## src/iweg_pkg.sv

```systemverilog
// shared types, constants and reciprocal table of the isometric edge generator
`timescale 1ns / 1ps
package iweg_pkg;

    // register indexes on the configuration port
    typedef logic [2:0] reg_idx_t;
    localparam reg_idx_t REG_CAM_X       = 3'd0;
    localparam reg_idx_t REG_CAM_Y       = 3'd1;
    localparam reg_idx_t REG_ZOOM        = 3'd2;
    localparam reg_idx_t REG_DEPTH_RATIO = 3'd3;
    localparam reg_idx_t REG_ALTITUDE    = 3'd4;
    localparam reg_idx_t REG_DRAW_MODE   = 3'd5;

    // drawing modes
    localparam logic [1:0] MODE_GRID      = 2'd0;
    localparam logic [1:0] MODE_DIAG      = 2'd1;
    localparam logic [1:0] MODE_TRI_BOTH  = 2'd2;
    localparam logic [1:0] MODE_TRI_UPPER = 2'd3;

    // primitive kinds
    localparam logic KIND_SEG = 1'b0;
    localparam logic KIND_TRI = 1'b1;

    // emission slots: neighbor used as second vertex
    typedef logic [1:0] slot_t;
    localparam slot_t SLOT_LEFT = 2'd0;
    localparam slot_t SLOT_UP   = 2'd1;
    localparam slot_t SLOT_DIAG = 2'd2;

    // reciprocal of the depth ratio, scaled by 2^RECIP_SHIFT and rounded up
    localparam int RECIP_SHIFT = 27;
    localparam int RECIP_W     = 28;
    localparam int RECIP_ONE   = 134217728;

    // configuration registers (signed ones are stored as raw bits)
    typedef struct packed {
        logic [15:0] cam_x;
        logic [15:0] cam_y;
        logic [10:0] zoom;
        logic [4:0]  depth_ratio;
        logic [6:0]  altitude;
        logic [1:0]  draw_mode;
    } cfg_t;

    typedef struct packed {
        logic [31:0] y;
        logic [31:0] x;
    } point_t;

    typedef struct packed {
        logic   last;
        logic   kind;
        point_t c;
        point_t b;
        point_t a;
    } out_word_t;

    // controller to datapath
    typedef struct packed {
        logic  load_in;
        logic  load_point;
        logic  load_out;
        slot_t slot;
        logic  last;
        logic  commit;
    } dp_cmd_t;

    // datapath to controller
    typedef struct packed {
        logic in_grid;
        logic col_nz;
        logic row_nz;
    } dp_status_t;

    function automatic logic [RECIP_W-1:0] recip_of(input logic [4:0] r);
        logic [RECIP_W-1:0] m;
        case (r)
            5'd2:    m = RECIP_W'((RECIP_ONE + 1) / 2);
            5'd3:    m = RECIP_W'((RECIP_ONE + 2) / 3);
            5'd4:    m = RECIP_W'((RECIP_ONE + 3) / 4);
            5'd5:    m = RECIP_W'((RECIP_ONE + 4) / 5);
            5'd6:    m = RECIP_W'((RECIP_ONE + 5) / 6);
            5'd7:    m = RECIP_W'((RECIP_ONE + 6) / 7);
            5'd8:    m = RECIP_W'((RECIP_ONE + 7) / 8);
            5'd9:    m = RECIP_W'((RECIP_ONE + 8) / 9);
            5'd10:   m = RECIP_W'((RECIP_ONE + 9) / 10);
            5'd11:   m = RECIP_W'((RECIP_ONE + 10) / 11);
            5'd12:   m = RECIP_W'((RECIP_ONE + 11) / 12);
            5'd13:   m = RECIP_W'((RECIP_ONE + 12) / 13);
            5'd14:   m = RECIP_W'((RECIP_ONE + 13) / 14);
            5'd15:   m = RECIP_W'((RECIP_ONE + 14) / 15);
            5'd16:   m = RECIP_W'((RECIP_ONE + 15) / 16);
            5'd17:   m = RECIP_W'((RECIP_ONE + 16) / 17);
            5'd18:   m = RECIP_W'((RECIP_ONE + 17) / 18);
            5'd19:   m = RECIP_W'((RECIP_ONE + 18) / 19);
            5'd20:   m = RECIP_W'((RECIP_ONE + 19) / 20);
            5'd21:   m = RECIP_W'((RECIP_ONE + 20) / 21);
            5'd22:   m = RECIP_W'((RECIP_ONE + 21) / 22);
            5'd23:   m = RECIP_W'((RECIP_ONE + 22) / 23);
            5'd24:   m = RECIP_W'((RECIP_ONE + 23) / 24);
            5'd25:   m = RECIP_W'((RECIP_ONE + 24) / 25);
            5'd26:   m = RECIP_W'((RECIP_ONE + 25) / 26);
            5'd27:   m = RECIP_W'((RECIP_ONE + 26) / 27);
            5'd28:   m = RECIP_W'((RECIP_ONE + 27) / 28);
            5'd29:   m = RECIP_W'((RECIP_ONE + 28) / 29);
            5'd30:   m = RECIP_W'((RECIP_ONE + 29) / 30);
            5'd31:   m = RECIP_W'((RECIP_ONE + 30) / 31);
            // ratio of one, and zero treated as one
            default: m = RECIP_W'(RECIP_ONE);
        endcase
        return m;
    endfunction

endpackage

```

## src/iweg_ctrl.sv

```systemverilog
// sequencing state machine: capture, four arithmetic steps, primitive emission
`timescale 1ns / 1ps
module iweg_ctrl
    import iweg_pkg::*;
(
    input  logic       aclk,
    input  logic       aresetn,
    input  logic [1:0] draw_mode,
    input  logic       s_tvalid,
    output logic       s_tready,
    output logic       m_tvalid,
    input  logic       m_tready,
    input  dp_status_t status,
    output dp_cmd_t    cmd
);

    typedef enum logic [2:0] {
        ST_IDLE,
        ST_MUL,
        ST_SCALE,
        ST_DIV,
        ST_SUM,
        ST_EMIT
    } state_t;

    state_t     state_reg, state_next;
    logic [2:0] mask_reg, mask_next;
    logic       valid_reg, valid_next;
    logic [2:0] pick;
    logic       both_nz;

    assign s_tready = (state_reg == ST_IDLE);
    assign m_tvalid = valid_reg;
    assign both_nz  = status.col_nz && status.row_nz;

    // lowest pending slot
    always_comb begin
        if (mask_reg[0]) begin
            pick = 3'b001;
        end else if (mask_reg[1]) begin
            pick = 3'b010;
        end else begin
            pick = 3'b100;
        end
    end

    // next state and commands
    always_comb begin
        state_next = state_reg;
        mask_next  = mask_reg;
        valid_next = valid_reg && !m_tready;
        cmd        = '0;
        cmd.slot   = pick[0] ? SLOT_LEFT : (pick[1] ? SLOT_UP : SLOT_DIAG);
        unique case (state_reg)
            ST_IDLE: begin
                if (s_tvalid) begin
                    cmd.load_in = 1'b1;
                    state_next  = ST_MUL;
                end
            end
            ST_MUL: begin
                // a sample outside the grid is dropped here
                state_next = status.in_grid ? ST_SCALE : ST_IDLE;
            end
            ST_SCALE: state_next = ST_DIV;
            ST_DIV:   state_next = ST_SUM;
            ST_SUM: begin
                cmd.load_point = 1'b1;
                case (draw_mode)
                    MODE_GRID, MODE_DIAG: begin
                        mask_next = {draw_mode == MODE_DIAG && both_nz,
                                     status.row_nz, status.col_nz};
                    end
                    default: begin
                        mask_next = {1'b0, both_nz,
                                     draw_mode == MODE_TRI_BOTH && both_nz};
                    end
                endcase
                state_next = ST_EMIT;
            end
            ST_EMIT: begin
                if (mask_reg == '0) begin
                    cmd.commit = 1'b1;
                    state_next = ST_IDLE;
                end else if (!valid_reg || m_tready) begin
                    mask_next    = mask_reg & ~pick;
                    cmd.load_out = 1'b1;
                    cmd.last     = (mask_next == '0);
                    valid_next   = 1'b1;
                    if (mask_next == '0) begin
                        cmd.commit = 1'b1;
                        state_next = ST_IDLE;
                    end
                end
            end
            default: state_next = ST_IDLE;
        endcase
    end

    // state and output valid
    always_ff @(posedge aclk) begin
        if (!aresetn) begin
            state_reg <= ST_IDLE;
            mask_reg  <= '0;
            valid_reg <= 1'b0;
        end else begin
            state_reg <= state_next;
            mask_reg  <= mask_next;
            valid_reg <= valid_next;
        end
    end

endmodule

```

## config.mk

```make
export PLATFORM = sky130hd
export DESIGN_NAME = iweg_ctrl
export DESIGN_NICKNAME = d
export VERILOG_FILES = /design/src/iweg_pkg.sv /design/src/iweg_ctrl.sv
export SDC_FILE = /design/constraint.sdc
export NUM_CORES = 1
export LEC_CHECK = 0
export BUFFER_PORTS_ARGS = -buffer_cell sky130_fd_sc_hd__buf_2
export CORE_AREA = 10 10 47 49
export DETAILED_ROUTE_END_ITERATION = 6
export DIE_AREA = 0 0 57 59
export PLACE_DENSITY_LB_ADDON = 0.12
export RECOVER_POWER = 50
export SYNTH_ARGS = -nofsm -noshare
export SYNTH_HDL_FRONTEND = slang
export SYNTH_SLANG_ARGS = --single-unit
```

## constraint.sdc

```tcl
create_clock -name aclk -period 2 [get_ports aclk]
set_input_delay 0.2 -clock aclk [delete_from_list [all_inputs] [get_ports aclk]]
set_output_delay 0.2 -clock aclk [all_outputs]
set_load 0.005 [all_outputs]
```

==> results.cfg <==
[power_and_ir_drop]
p_switching_mw = 0.0840
vdd_drop_max_uv = 222
p_comb_frac = 0.112
power_frac_seq = 0.469
p_int_mw = 0.240
clockPowerShare = 0.419
p_sw_frac = 0.259
leakage_nw = 0.239
p_per_area_nw_per_um2 = 564

[cts]
cts_inserted_buffers = 3
cts_tree = done
clk_latency_ps = 260
cts_root_buf = clkbuf_4
postCtsSetupBuffers = 0
cts.sinks = 7
cts.path.max_buffers = 2
ctsHoldBuffers = 0
htreeDepth = 1
clkTransAtPathRegs_ps = 50
ctsResizeCount = 0

[layout]
utilization = 0.410
antennaDiodeCount = 0
mostFrequentLayoutCell = buf_2
regArea_um2 = 140
nNetsFinal = 88
fillers = 165
multiInputGateArea_um2 = 298
synthToLayoutAreaGrowth_pct = 24.1
final_cell_mix = buf_2, nor2_1, dfxtp_1
drive_gt1_frac = 0.282

[floorplanning]
die_w_um = 57
die_y_um = 59
start_util = 0.330
core-area_um2 = 1400
rows = 14
die_area_um2 = 3360
pin_count = 18

[logic_synthesis]
yosysUniqueCellTypes = 31
yosys_warnings = 0
synth_area_leader_cell = dfxtp_1
synth_cells = 59
synth_top_family_by_area = simple AND/OR/NAND/NOR gates
synth_area_um2 = 463
synth-simple-area-share = 0.373
synth.area.top_cells = dfxtp_1, nor2_1, o21ai_0
synthMuxAreaShare = 0.0216
synth-seq-area-share = 0.303
synth-xor-area-share = 0.0189
avgSynthCellArea_um2 = 7.85
mappedNetlistNets = 68
ys_seq_elements = 7
synth-compound-area-share = 0.216
synth_top_area_share = 0.303
synth-adder-area-share = 0.0243

[worst_setup_path]
path_max_fanout = 4
worstPathArrival_ps = 1380
path_class = flip-flop to primary output
worstRegToRegCells = 4
cp.required_ps = 1800
worst_setup_path_end_kind = primary output
worstSetupStartpointType = flip-flop

[route]
drc_errors = 0
drt-total-wl_um = 1140
antenna_left = 0
first_pass_iters = 2
vias = 462
vias_per_cell = 4.91
detail_route.wl_per_cell_um = 12.1
drtIter0Drc = 7

[grt]
grt_first_pass_wirelength_um = 2020
track_usage = 0.0780
grt_start_max_net_pins = 12
grt_pass1_vias = 459
grt_overflow = 0
antenna_found_initial = 0

[min_path]
hold_path_class = input port to flip-flop
min_path_cells = 3

[timing]
worstMarginPinSlew_ps = 397
relSlewSlack = 0.735
fin_ws_ps = 417
period_needed_ps = 1580
fin_crit_sh = 0.791
setup_violations = 0
fmax_ghz = 0.632
finalMaxSlewViolations = 0
final-hold-violation-count = 0
fin_worst_hold_slack_ps = 224
skew_ps = 0.290
timing.setup.tns_ps = 0
rsz0062_at_grt = no

[placed_design]
dp_hpwl_um = 913
place.port_buffers = 17
place_congestion = 0.676
place_ws_ps = 688

[job]
drv_cap = 0

[run_status]
status = completed
## worst max-delay path: stages (launching register included)
cell and delay (ps):
dfxtp_1 320, nor2b_4 140, maj3_2 320, o21ai_2 130, and2b_1 130, buf_2 100
## path summary, 6_finish.rpt
check	slack, ps	startpoint	endpoint
setup / recovery	420	m_tvalid$_SDFF_PN0_	cmd[0]
hold / removal	220	status[1]	mask_reg[2]$_SDFFE_PN0P_
setup reg to reg	810	m_tvalid$_SDFF_PN0_	state_reg[2]$_SDFFE_PN0P_
hold reg to reg	520	state_reg[2]$_SDFFE_PN0P_	state_reg[1]$_SDFFE_PN0P_
## through the flow
step	power (mW)	std cells	instance area (um2)
floorplan	0.174	59	463
global placement	0.192	90	556
detailed placement	0.193	90	556
CTS	0.330	94	582
global route	0.352	94	574
finish	0.324	94	574
## power groups by stage
stage / logic (mW) / registers, mW / clock network [mW]
floorplan: 0.0244 / 0.149 / 0
global placement: 0.0368 / 0.156 / 0
detailed placement: 0.0371 / 0.155 / 0
CTS: 0.0376 / 0.152 / 0.140
global route: 0.0419 / 0.153 / 0.157
finish: 0.0363 / 0.152 / 0.136
## final cells by class
class / count / area share
clock buffers: 4 / 0.0458
inverters: 2 / 0.0131
multi-input cells: 48 / 0.519
flip-flops and latches: 7 / 0.244
well taps: 16 / 0.0349
repair buffers: 17 / 0.144
## logic make-up (layout without fill, tap and decap cells)
family,count (synthesis),count (layout)
xor gates and xnor gates,1,1
AOI/OAI and AO/OA,15,15
muxes,1,1
DFF,7,7
and+or+nand+nor,30,30
adders and majority gates,1,1
buffers and inverters,4,23
## layer usage
layer	GRT usage	up-vias	part of all wire
li1	-	243	-
met1	0.0850	202	0.46
met2	0.109	12	0.45
met3	0.0386	5	0.058
met4	0.0705	0	0.035
met5	0	-	0
## synthesized netlist by cell type
master and number:
nor2_1 8, nand2_1 3, xnor2_1 1, buf_4 1
nand2b_1 1, a21boi_1 1, mux2i_1 1, maj3_2 1
nand2b_2 1, and2_1 1, a32oi_1 1, nand3b_1 1
buf_2 1, a21boi_0 2, nor3_1 3, o21ai_0 4
nor2b_1 3, a21oi_1 2, and2b_1 2, dfxtp_1 7
inv_1 2, o21a_1 2, nor3_2 1, o211ai_1 1
nor2b_4 1, nand3_1 2, nor3b_1 1, nor2_2 1
nand4_1 1, a21o_1 1, o21ai_2 1
Note: power is estimated with default switching activity, not from simulation.
