===== config.mk =====
export PLATFORM = sky130hd
export DESIGN_NAME = iweg_regs
export DESIGN_NICKNAME = d
export VERILOG_FILES = /design/src/iweg_pkg.sv /design/src/iweg_regs.sv
export SDC_FILE = /design/constraint.sdc
export NUM_CORES = 1
export LEC_CHECK = 0
export ABC_AREA = 1
export BUFFER_PORTS_ARGS = -buffer_cell sky130_fd_sc_hd__buf_4
export CAP_MARGIN = 30
export CORE_MARGIN = 10
export CORE_UTILIZATION = 45
export CTS_CLUSTER_SIZE = 12
export DETAILED_ROUTE_END_ITERATION = 8
export PLACE_DENSITY = 0.73
export SLEW_MARGIN = 20
export SYNTH_ARGS = -nofsm -noshare
export SYNTH_HDL_FRONTEND = slang
export SYNTH_SLANG_ARGS = --single-unit

===== constraint.sdc =====
create_clock -name aclk -period 1.4 [get_ports aclk]
set_clock_uncertainty 0.2 [all_clocks]
set_input_delay 0.07 -clock aclk [delete_from_list [all_inputs] [get_ports aclk]]
set_output_delay 0.07 -clock aclk [all_outputs]
set_load 0.005 [all_outputs]

===== src/iweg_pkg.sv =====
// shared types, constants and reciprocal table of the isometric edge generator
`timescale 1ns / 1ps
package iweg_pkg;

    // register indexes on the configuration port
    typedef logic [2:0] reg_idx_t;
    localparam reg_idx_t REG_CAM_X       = 3'd0;
    localparam reg_idx_t REG_CAM_Y       = 3'd1;
    localparam reg_idx_t REG_ZOOM        = 3'd2;
    localparam reg_idx_t REG_DEPTH_RATIO = 3'd3;
    localparam reg_idx_t REG_ALTITUDE    = 3'd4;
    localparam reg_idx_t REG_DRAW_MODE   = 3'd5;

    // drawing modes
    localparam logic [1:0] MODE_GRID      = 2'd0;
    localparam logic [1:0] MODE_DIAG      = 2'd1;
    localparam logic [1:0] MODE_TRI_BOTH  = 2'd2;
    localparam logic [1:0] MODE_TRI_UPPER = 2'd3;

    // primitive kinds
    localparam logic KIND_SEG = 1'b0;
    localparam logic KIND_TRI = 1'b1;

    // emission slots: neighbor used as second vertex
    typedef logic [1:0] slot_t;
    localparam slot_t SLOT_LEFT = 2'd0;
    localparam slot_t SLOT_UP   = 2'd1;
    localparam slot_t SLOT_DIAG = 2'd2;

    // reciprocal of the depth ratio, scaled by 2^RECIP_SHIFT and rounded up
    localparam int RECIP_SHIFT = 27;
    localparam int RECIP_W     = 28;
    localparam int RECIP_ONE   = 134217728;

    // configuration registers (signed ones are stored as raw bits)
    typedef struct packed {
        logic [15:0] cam_x;
        logic [15:0] cam_y;
        logic [10:0] zoom;
        logic [4:0]  depth_ratio;
        logic [6:0]  altitude;
        logic [1:0]  draw_mode;
    } cfg_t;

    typedef struct packed {
        logic [31:0] y;
        logic [31:0] x;
    } point_t;

    typedef struct packed {
        logic   last;
        logic   kind;
        point_t c;
        point_t b;
        point_t a;
    } out_word_t;

    // controller to datapath
    typedef struct packed {
        logic  load_in;
        logic  load_point;
        logic  load_out;
        slot_t slot;
        logic  last;
        logic  commit;
    } dp_cmd_t;

    // datapath to controller
    typedef struct packed {
        logic in_grid;
        logic col_nz;
        logic row_nz;
    } dp_status_t;

    function automatic logic [RECIP_W-1:0] recip_of(input logic [4:0] r);
        logic [RECIP_W-1:0] m;
        case (r)
            5'd2:    m = RECIP_W'((RECIP_ONE + 1) / 2);
            5'd3:    m = RECIP_W'((RECIP_ONE + 2) / 3);
            5'd4:    m = RECIP_W'((RECIP_ONE + 3) / 4);
            5'd5:    m = RECIP_W'((RECIP_ONE + 4) / 5);
            5'd6:    m = RECIP_W'((RECIP_ONE + 5) / 6);
            5'd7:    m = RECIP_W'((RECIP_ONE + 6) / 7);
            5'd8:    m = RECIP_W'((RECIP_ONE + 7) / 8);
            5'd9:    m = RECIP_W'((RECIP_ONE + 8) / 9);
            5'd10:   m = RECIP_W'((RECIP_ONE + 9) / 10);
            5'd11:   m = RECIP_W'((RECIP_ONE + 10) / 11);
            5'd12:   m = RECIP_W'((RECIP_ONE + 11) / 12);
            5'd13:   m = RECIP_W'((RECIP_ONE + 12) / 13);
            5'd14:   m = RECIP_W'((RECIP_ONE + 13) / 14);
            5'd15:   m = RECIP_W'((RECIP_ONE + 14) / 15);
            5'd16:   m = RECIP_W'((RECIP_ONE + 15) / 16);
            5'd17:   m = RECIP_W'((RECIP_ONE + 16) / 17);
            5'd18:   m = RECIP_W'((RECIP_ONE + 17) / 18);
            5'd19:   m = RECIP_W'((RECIP_ONE + 18) / 19);
            5'd20:   m = RECIP_W'((RECIP_ONE + 19) / 20);
            5'd21:   m = RECIP_W'((RECIP_ONE + 20) / 21);
            5'd22:   m = RECIP_W'((RECIP_ONE + 21) / 22);
            5'd23:   m = RECIP_W'((RECIP_ONE + 22) / 23);
            5'd24:   m = RECIP_W'((RECIP_ONE + 23) / 24);
            5'd25:   m = RECIP_W'((RECIP_ONE + 24) / 25);
            5'd26:   m = RECIP_W'((RECIP_ONE + 25) / 26);
            5'd27:   m = RECIP_W'((RECIP_ONE + 26) / 27);
            5'd28:   m = RECIP_W'((RECIP_ONE + 27) / 28);
            5'd29:   m = RECIP_W'((RECIP_ONE + 28) / 29);
            5'd30:   m = RECIP_W'((RECIP_ONE + 29) / 30);
            5'd31:   m = RECIP_W'((RECIP_ONE + 30) / 31);
            // ratio of one, and zero treated as one
            default: m = RECIP_W'(RECIP_ONE);
        endcase
        return m;
    endfunction

endpackage


===== src/iweg_regs.sv =====
// configuration register file behind the apb-style port
`timescale 1ns / 1ps
module iweg_regs
    import iweg_pkg::*;
(
    input  logic        aclk,
    input  logic        aresetn,
    input  logic        psel,
    input  logic        penable,
    input  logic        pwrite,
    input  logic [4:0]  paddr,
    input  logic [31:0] pwdata,
    output logic [31:0] prdata,
    output logic        pready,
    output cfg_t        cfg
);

    cfg_t     cfg_reg;
    logic     wr_en;
    reg_idx_t idx;

    assign pready = 1'b1;
    assign wr_en  = psel && penable && pwrite && pready;
    assign idx    = paddr[4:2];
    assign cfg    = cfg_reg;

    // register writes
    always_ff @(posedge aclk) begin
        if (!aresetn) begin
            cfg_reg.cam_x       <= '0;
            cfg_reg.cam_y       <= '0;
            cfg_reg.zoom        <= 11'd1;
            cfg_reg.depth_ratio <= 5'd2;
            cfg_reg.altitude    <= '0;
            cfg_reg.draw_mode   <= MODE_GRID;
        end else if (wr_en) begin
            unique case (idx)
                REG_CAM_X:       cfg_reg.cam_x       <= pwdata[15:0];
                REG_CAM_Y:       cfg_reg.cam_y       <= pwdata[15:0];
                REG_ZOOM:        cfg_reg.zoom        <= pwdata[10:0];
                REG_DEPTH_RATIO: cfg_reg.depth_ratio <= pwdata[4:0];
                REG_ALTITUDE:    cfg_reg.altitude    <= pwdata[6:0];
                REG_DRAW_MODE:   cfg_reg.draw_mode   <= pwdata[1:0];
                default: ;
            endcase
        end
    end

    // read mux
    always_comb begin
        unique case (idx)
            REG_CAM_X:       prdata = 32'(cfg_reg.cam_x);
            REG_CAM_Y:       prdata = 32'(cfg_reg.cam_y);
            REG_ZOOM:        prdata = 32'(cfg_reg.zoom);
            REG_DEPTH_RATIO: prdata = 32'(cfg_reg.depth_ratio);
            REG_ALTITUDE:    prdata = 32'(cfg_reg.altitude);
            REG_DRAW_MODE:   prdata = 32'(cfg_reg.draw_mode);
            default:         prdata = '0;
        endcase
    end

endmodule


==> results by group, run 1 <==
Timing
  • Fin crit share: roughly 100%
  • Slack of the critical path: about 0.0036 ns
  • # setup viols final: 0
  • RSZ-0062 raised after global routing: yes
  • Final Hold Vio Count: 1
  • Pins over their slew limit: 0
  • Slew headroom: 56.5%
  • Worst-margin pin slew: 0.653 ns
  • FMAX: 716 MHz
  • WHS: -0.00702 ns
  • Setup tns final: 0 ns
  • Crit path time final: between 1 and 1.5 ns

Synth
  • Dominant synthesized flop cell: dfxtp_1
  • Post-synth EDFFs: 0
  • Register area share after synthesis: between 30 and 40%
  • Area leader, netlist: dfxtp_1
  • Synth Register Bits: 57
  • Synth area leaders: dfxtp_1, nand2_1, nor2_1, nand3_1, buf_4
  • Synthesized area: between 3000 and 4000 sq um
  • Yosys cell types: 25
  • Gate count after technology mapping: 474
  • Syn avg cell area: 6.51 sq um
  • Yosys warnings: 0
  • Async SR Flop Fraction: 0%
  • Post-synth top area share: roughly 37%

Pwr
  • Power per Cell Area: just over 900 nW/um^2
  • Leakage: about 2.3 nW
  • Power Total: ~4.2 mW
  • Maximum vdd drop: roughly 0.62 mV

Placed design
  • Post-DP HPWL: between 6 and 7 mm
  • Placed Area: around 3900 sq um
  • Dpl ws: 0.0425 ns
  • GPL Wtd Cong: approximately 0.88
  • IO Port Bufs: 96

Run status
  • Failing checks: hold timing
  • Outcome: complete, but fails checks

Hold path
  • Worst Hold Depth: 5
  • Worst hold-check path type: in -> reg
  • Hold Crit Endpoint: cfg[14]
  • Min-delay src: paddr[4]

GRT
  • Largest net degree at the start of global routing: 50
  • Vias in the first global route: 3022
  • Overall Global Routing Usage: roughly 18%
  • First-pass GRT wire length: about 15 mm
  • GRT overflow: 0
  • Initial antenna violation count: 0

Clocking
  • Skew-Pair Late Insertion Delay: around 0.33 ns
  • Sink Count: between 50 and 60
  • CTS tree: done
  • Clock Tree Buf Depth: 2
  • CTS clk-pin slew, worst paths: ~0.07 ns
  • Num CTS Buffers: 9
  • CTS H-tree lvls: 3
  • Root Buffer: clkbuf_8

Worst setup path
  • Worst Path Required: about 1.1 ns
  • Worst setup startpoint: cfg[1]
  • Worst Setup End Kind: output port
  • Worst Path Arrival: around 1.1 ns
  • Worst R2R Setup Slack: about 0.07 ns
  • Crit path max fanout: 3
  • Worst R2R Path Depth: 3
  • Worst reg2reg startpoint: cfg[10]
  • RR Endpoint: cfg[10]
  • Setup CP Type: reg -> out
  • CP startpoint kind: flip-flop

Routing
  • DRT iter0 DRCs: 190
  • Post-detailed-route wirelength per cell: between 10 and 15 um
  • Detail Route Antenna Nets: 0
  • Total wire length: ~10 mm
  • Vias/cell: ~5
  • Post-route DRC: 0
  • Iteration count of the initial detailed-routing pass: 6
  • Via count: between 3k and 4k

Finish
  • Ant. Diodes: 0
  • Filler cells: between 500 and 600
  • Share of layout cells above drive strength 1: approximately 29%
  • Nets@finish: 655
  • Max FFs per register: 57
  • Final instance area: 4590 sq um
  • Area Overhead vs Synth: 48.8%

Floorplanning
  • Io pins: roughly 130
  • Initial Utilization: 46.0%
  • Core area: approximately 6700 sq um
  • # rows: 30
  • Total die area: ~11000 sq um
  • Die Wd: 103 um
  • Die height: between 100 and 150 um

Run
  • Max_cap viols: 0
-- timing repair --
item | in CTS | in global routing
endpoints found under the setup margin | 0 | 27
setup buffers | 0 | 10
endpoints found under the hold margin | 56 | 1
hold buffers | 26 | 2
gates resized for setup | 0 | 29
-- where the power goes --
group          leakage [nW]  switching, mW  total [mW]  internal (mW)
logic                  1.67          0.278       0.520          0.242
registers             0.465         0.0172        1.66           1.64
clock network         0.122          0.698        2.06           1.36
-- cells by family after synthesis --
group	after synthesis	synth area share, %
flip-flops	57	37.0
AO/OA/AOI/OAI	3	0.486
other	2	0.243
buffers and inverters	75	14.4
AND/OR/NAND/NOR	337	47.9
-- cells in the mapped netlist (2+ instances only) --
library cell	number
buf_4	21
nand4_1	8
nand2_1	127
buf_6	9
dfxtp_1	57
nand2_2	2
inv_2	2
inv_1	24
nor2_1	124
buf_2	7
nor2_2	3
nand3_4	2
conb_1	2
buf_1	5
clkinv_1	5
nor2_8	2
nand3_1	63
nor2_4	4
-- per-layer routing --
layer  GRT usage (%)  routed length [um]  vias to the layer above
met3            6.84                 964                       18
met5               0                   0                        -
met4            4.39                 149                        0
li1                -                   -                     1705
met1            20.4                3990                     1577
met2            29.7                5040                      132
-- worst max-delay path by stage --
| stage | cells after the start | slack, ns | end |
|---|---|---|---|
| final | 5 | 0.004 | prdata[1] |
| after global routing | 5 | -0.08 | prdata[2] |
| after CTS | 5 | 0.001 | prdata[0] |
| after detailed placement | 10 | 0.04 | prdata[2] |
| after global placement | 10 | 0.07 | prdata[2] |
| after floorplan | 8 | 0.26 | cfg[55] |
-- worst max-delay path, cell delays in order, from the launching register on --
cell and delay, ns:
dfxtp_1 0.36, inv_1 0.06, nor2_1 0.11, a21oi_1 0.06, nand2_1 0.10, buf_6 0.10
-- stage by stage --
stage          utilization, %  hold WS (ns)  std cells
2_1_floorplan               -      -0.00385        489
3_3_place_gp             57.5        0.0987        643
3_5_place_dp             57.5         0.106        643
4_1_cts                  65.4       0.00313        685
5_1_grt                  68.4       0.00847        698
6_report                 68.4      -0.00702        698
-- layout make-up --
type	instances	area (sq um)	share of cell area (%)
Clock buffer	9	124	2.70
Clock inverter	7	143	3.10
Inverter	33	139	3.02
Multi-Input combinational cell	357	1570	34.3
Sequential cell	57	1160	25.2
Tap cell	80	100	2.18
Timing Repair Buffer	155	1360	29.5
-- cell usage in the layout, fill, tap and decap left out --
master,count
inv_4,2
nor2_2,2
nor2_4,6
nand3_2,1
buf_4,114
inv_1,24
nand3_1,63
conb_1,17
nor2_8,2
o21ai_1,2
nand2_2,3
dfxtp_2,13
nand2_4,1
clkbuf_8,9
a21oi_1,1
dfxtp_1,44
clkbuf_16,2
dlymetal6s4s_1,1
clkinvlp_4,3
nand3_4,2
buf_12,5
inv_6,2
nand2_1,126
nand4_1,8
buf_6,7
clkinv_1,5
bufinv_16,4
nor2_1,123
dlygate4sd3_1,26
Power figures use the tool's default switching activity.
==> run 2, diff against run 1 <==
--- a/config.mk
+++ b/config.mk
@@ -9,7 +9,7 @@
 export BUFFER_PORTS_ARGS = -buffer_cell sky130_fd_sc_hd__buf_4
 export CAP_MARGIN = 30
 export CORE_MARGIN = 10
-export CORE_UTILIZATION = 45
+export CORE_UTILIZATION = 43
 export CTS_CLUSTER_SIZE = 12
 export DETAILED_ROUTE_END_ITERATION = 8
 export PLACE_DENSITY = 0.73
==> constraint.sdc (replaced) <==
create_clock -name aclk -period 1.1 [get_ports aclk]
set_clock_uncertainty 0.2 [all_clocks]
set_input_delay 0.055 -clock aclk [delete_from_list [all_inputs] [get_ports aclk]]
set_output_delay 0.055 -clock aclk [all_outputs]
set_load 0.005 [all_outputs]
==> run 2 against run 1 <==
  * The flow finishes with violations (hold timing, setup timing)
  * Sequential power is 27% higher
  * Combinational power is 52% higher
  * Sequential share of layout area is 2.7 points lower
  * Setup slack worse by 0.31 ns
  * Non-clock buffer count is 47 higher
  * Critical path type unchanged
  * Total power is 32% higher
  * Cell count is 9.0% higher
==> results by group, run 2 (synthesized netlist as in run 1, its figures left out) <==
Hold path
  • Hold Crit Endpoint: cfg[14] (unchanged)
  • Min-delay src: paddr[3] (was paddr[4])
  • Worst Hold Depth: 4 (was 5)
  • Worst hold-check path type: in -> reg (unchanged)

Finish
  • Share of layout cells above drive strength 1: 48.3% (was 28.8%)
  • Ant. Diodes: 0 (unchanged)
  • Most common cell after layout, fill and taps aside: nor2_1 (was nand2_1)
  • Area Overhead vs Synth: 75.1% (was 48.8%)
  • Max FFs per register: 57 (unchanged)
  • Nets@finish: 702 (was 655)
  • Most frequent cells in the layout: nor2_1, nand2_1, buf_4, buf_6, nand3_1 (was nand2_1, nor2_1, buf_4, nand3_1, dfxtp_1)
  • Filler cells: 468 (was 576)

Pwr
  • Clock network power share: 48.1% (was 48.6%)
  • Net load switching power: 1.39 mW (was 993 uW)
  • Sw frac: 24.8% (was 23.4%)
  • Internal power: 4.20 mW (was 3.25 mW)
  • Power per Cell Area: 1030 nW/um^2 (was 923 nW/um^2)
  • Maximum vdd drop: 0.757 mV (was 0.622 mV)
  • Comb pwr share: 14.1% (was 12.3%)
  • Leakage: 2.64 nW (was 2.26 nW)
  • Reg power frac: 37.8% (was 39.2%)

Routing
  • DR top layer: met4 (unchanged)
  • Iteration count of the initial detailed-routing pass: 5 (was 6)
  • Post-detailed-route wirelength per cell: 16.2 um (was 14.5 um)
  • Wire length on met3: 973 um (was 964 um)
  • Post-route DRC: 0 (unchanged)
  • Total wire length: 12.4 mm (was 10.1 mm)
  • Vias/cell: 4.94 (was 4.92)
  • Wl on met1: 4.77 mm (was 3.99 mm)
  • Detail Route Antenna Nets: 0 (unchanged)
  • DRT iter0 DRCs: 281 (was 190)
  • Wire length on met2: 6.29 mm (was 5.04 mm)
  • Via count: 3760 (was 3432)

Timing
  • WHS: -0.0716 ns (was -0.00702 ns)
  • Final Hold Vio Count: 3 (was 1)
  • RSZ-0062 raised after global routing: yes (unchanged)
  • Slack of the critical path: -0.302 ns (was 0.00357 ns)
  • FMAX: approximately 710 MHz
  • Pins over their slew limit: 0 (unchanged)
  • # setup viols final: 47 (was 0)
  • Crit path time final: between 1 and 1.5 ns
  • Fin crit share: 127%

Clocking
  • CTS H-tree lvls: 3 (unchanged)
  • Sink Count: 57 (unchanged)
  • Count of hold-fix buffers inserted at cts: 16 (was 26)
  • Skew-Pair Late Insertion Delay: 0.35 ns (was 0.33 ns)
  • CTS tree: done (unchanged)
  • Clock Tree Buf Depth: 2 (unchanged)
  • Num CTS Buffers: 9 (unchanged)
  • Root Buffer: clkbuf_8 (unchanged)
  • CTS clk-pin slew, worst paths: 0.07 ns (about the same)

Worst setup path
  • Worst R2R Setup Slack: 0.02 ns (was 0.07 ns)
  • Worst Setup End Kind: output port (unchanged)
  • Worst setup startpoint: cfg[0] (was cfg[1])
  • CP max stage cell: dfxtp_2 (was dfxtp_1)
  • CP startpoint kind: flip-flop (unchanged)
  • CP Cell Sequence: nand4_1 -> nand2_1 -> nor2_1 -> nand2_1 -> buf_6 (was inv_1 -> nor2_1 -> a21oi_1 -> nand2_1 -> buf_6)
  • Worst Path Required: 0.84 ns (was 1.13 ns)
  • Setup CP Type: reg -> out (unchanged)
  • Slowest cell delay on critical path: 0.33 ns (was 0.36 ns)
  • Crit path max fanout: 2 (was 3)
  • Worst reg2reg startpoint: cfg[9] (was cfg[10])
  • Top cell by count, worst path: nand2_1
  • Worst Path Arrival: 1.15 ns (was 1.13 ns)
  • Buf+Inv Stages, Crit Path: 1 (was 2)
  • Family with the most delay on the worst path: simple AND/OR/NAND/NOR gates (was flip-flops)
  • RR Endpoint: cfg[9] (was cfg[10])
  • Worst R2R Path Depth: 5 (was 3)

Run
  • Max_cap viols: 0 (unchanged)

Floorplanning
  • # rows: 30 (unchanged)
  • Die Wd: 105 um (was 103 um)
  • Initial Utilization: 45.0% (was 46.0%)
  • Io pins: 132 (unchanged)
  • Total die area: 11000 sq um (was 10600 sq um)
  • Die height: 105 um (was 103 um)
  • Core area: 6870 sq um (was 6720 sq um)

GRT
  • Initial antenna violation count: 0 (unchanged)
  • Largest net degree at the start of global routing: 58 (was 50)
  • First-pass GRT wire length: 17.4 mm (was 14.8 mm)
  • GRT overflow: 0 (unchanged)
  • Overall Global Routing Usage: 19.1% (was 17.6%)
  • Vias in the first global route: 3479 (was 3022)

Run status
  • Failing checks: hold timing, setup timing (was hold timing)
  • Outcome: complete, but fails checks (unchanged)

Placed design
  • GPL Wtd Cong: 0.882 (was 0.881)
  • IO Port Bufs: 96 (unchanged)
  • Dpl ws: -0.199 ns (was 0.0425 ns)
  • Post-DP HPWL: 7.34 mm (was 6.82 mm)
## run 2: changes by cell type in the layout (fill, tap and decap cells not counted), sizes merged
| cell | previous run | this run |
|---|---|---|
| buf | 126 | 185 |
| clkbuf | 11 | 10 |
| clkinv | 5 | 9 |
| clkinvlp | 3 | 4 |
| dlygate4sd3 | 26 | 15 |
| inv | 28 | 23 |
## run 2: metal layers
metal	GRT usage, %	up-vias
li1	-	1800
met2	32.0	180
met5	0	-
met3	5.65	32
met4	9.41	0
met1	21.6	1748
## run 2: worst max-delay path by stage
stage                endpoint  slack [ns]  depth (start not counted)
floorplan           prdata[2]     -0.0009                          9
global placement       cfg[2]       -0.17                          6
detailed placement     cfg[4]       -0.20                          6
CTS                 prdata[4]       -0.32                          5
global route        prdata[0]       -0.35                          5
finish              prdata[0]       -0.30                          5
## run 2: power by group through the flow
stage / sequential (mW) / clock [mW] / combinational (mW)
final: 2.11 / 2.69 / 0.790
after global routing: 2.11 / 2.77 / 0.848
after CTS: 2.11 / 2.68 / 0.688
after detailed placement: 2.16 / 0 / 0.561
after global placement: 2.16 / 0 / 0.554
after floorplan: 2.16 / 0 / 0.361
## run 2: area by class of cell
type	instances	area [sq um]	share of cell area, %
inverter	33	165	3.05
clock inverter	7	143	2.64
multi-input combinational	357	1710	31.5
sequential	57	1210	22.5
clock buffer	9	124	2.29
tap	96	120	2.22
timing repair buffer	202	1940	35.8
## run 2: repair_timing
action,4_1_cts,5_1_grt
setup endpoints to repair,48,74
buffers inserted,27,27
gates cloned,2,1
gates resized for setup,130,74
hold endpoints to repair,57,1
pin swaps,39,28
## run 2: worst reg2reg max path, cell delays in order (launching register included)
cell and delay [ns]:
dfxtp_2 0.33, buf_6 0.11, buf_6 0.11, buf_4 0.13, nor2_2 0.07, nor2_1 0.04
## run 2: stage by stage
stage	utilization, %	cell area [sq um]	setup TNS, ns	cells	total power [mW]
2_1_floorplan	-	3160	-0.00277	489	2.52
3_3_place_gp	58.6	4030	-7.39	680	2.71
3_5_place_dp	58.6	4030	-8.22	680	2.72
4_1_cts	73.0	5010	-3.98	740	5.48
5_1_grt	78.7	5410	-5.41	761	5.73
6_report	78.7	5410	-4.30	761	5.59
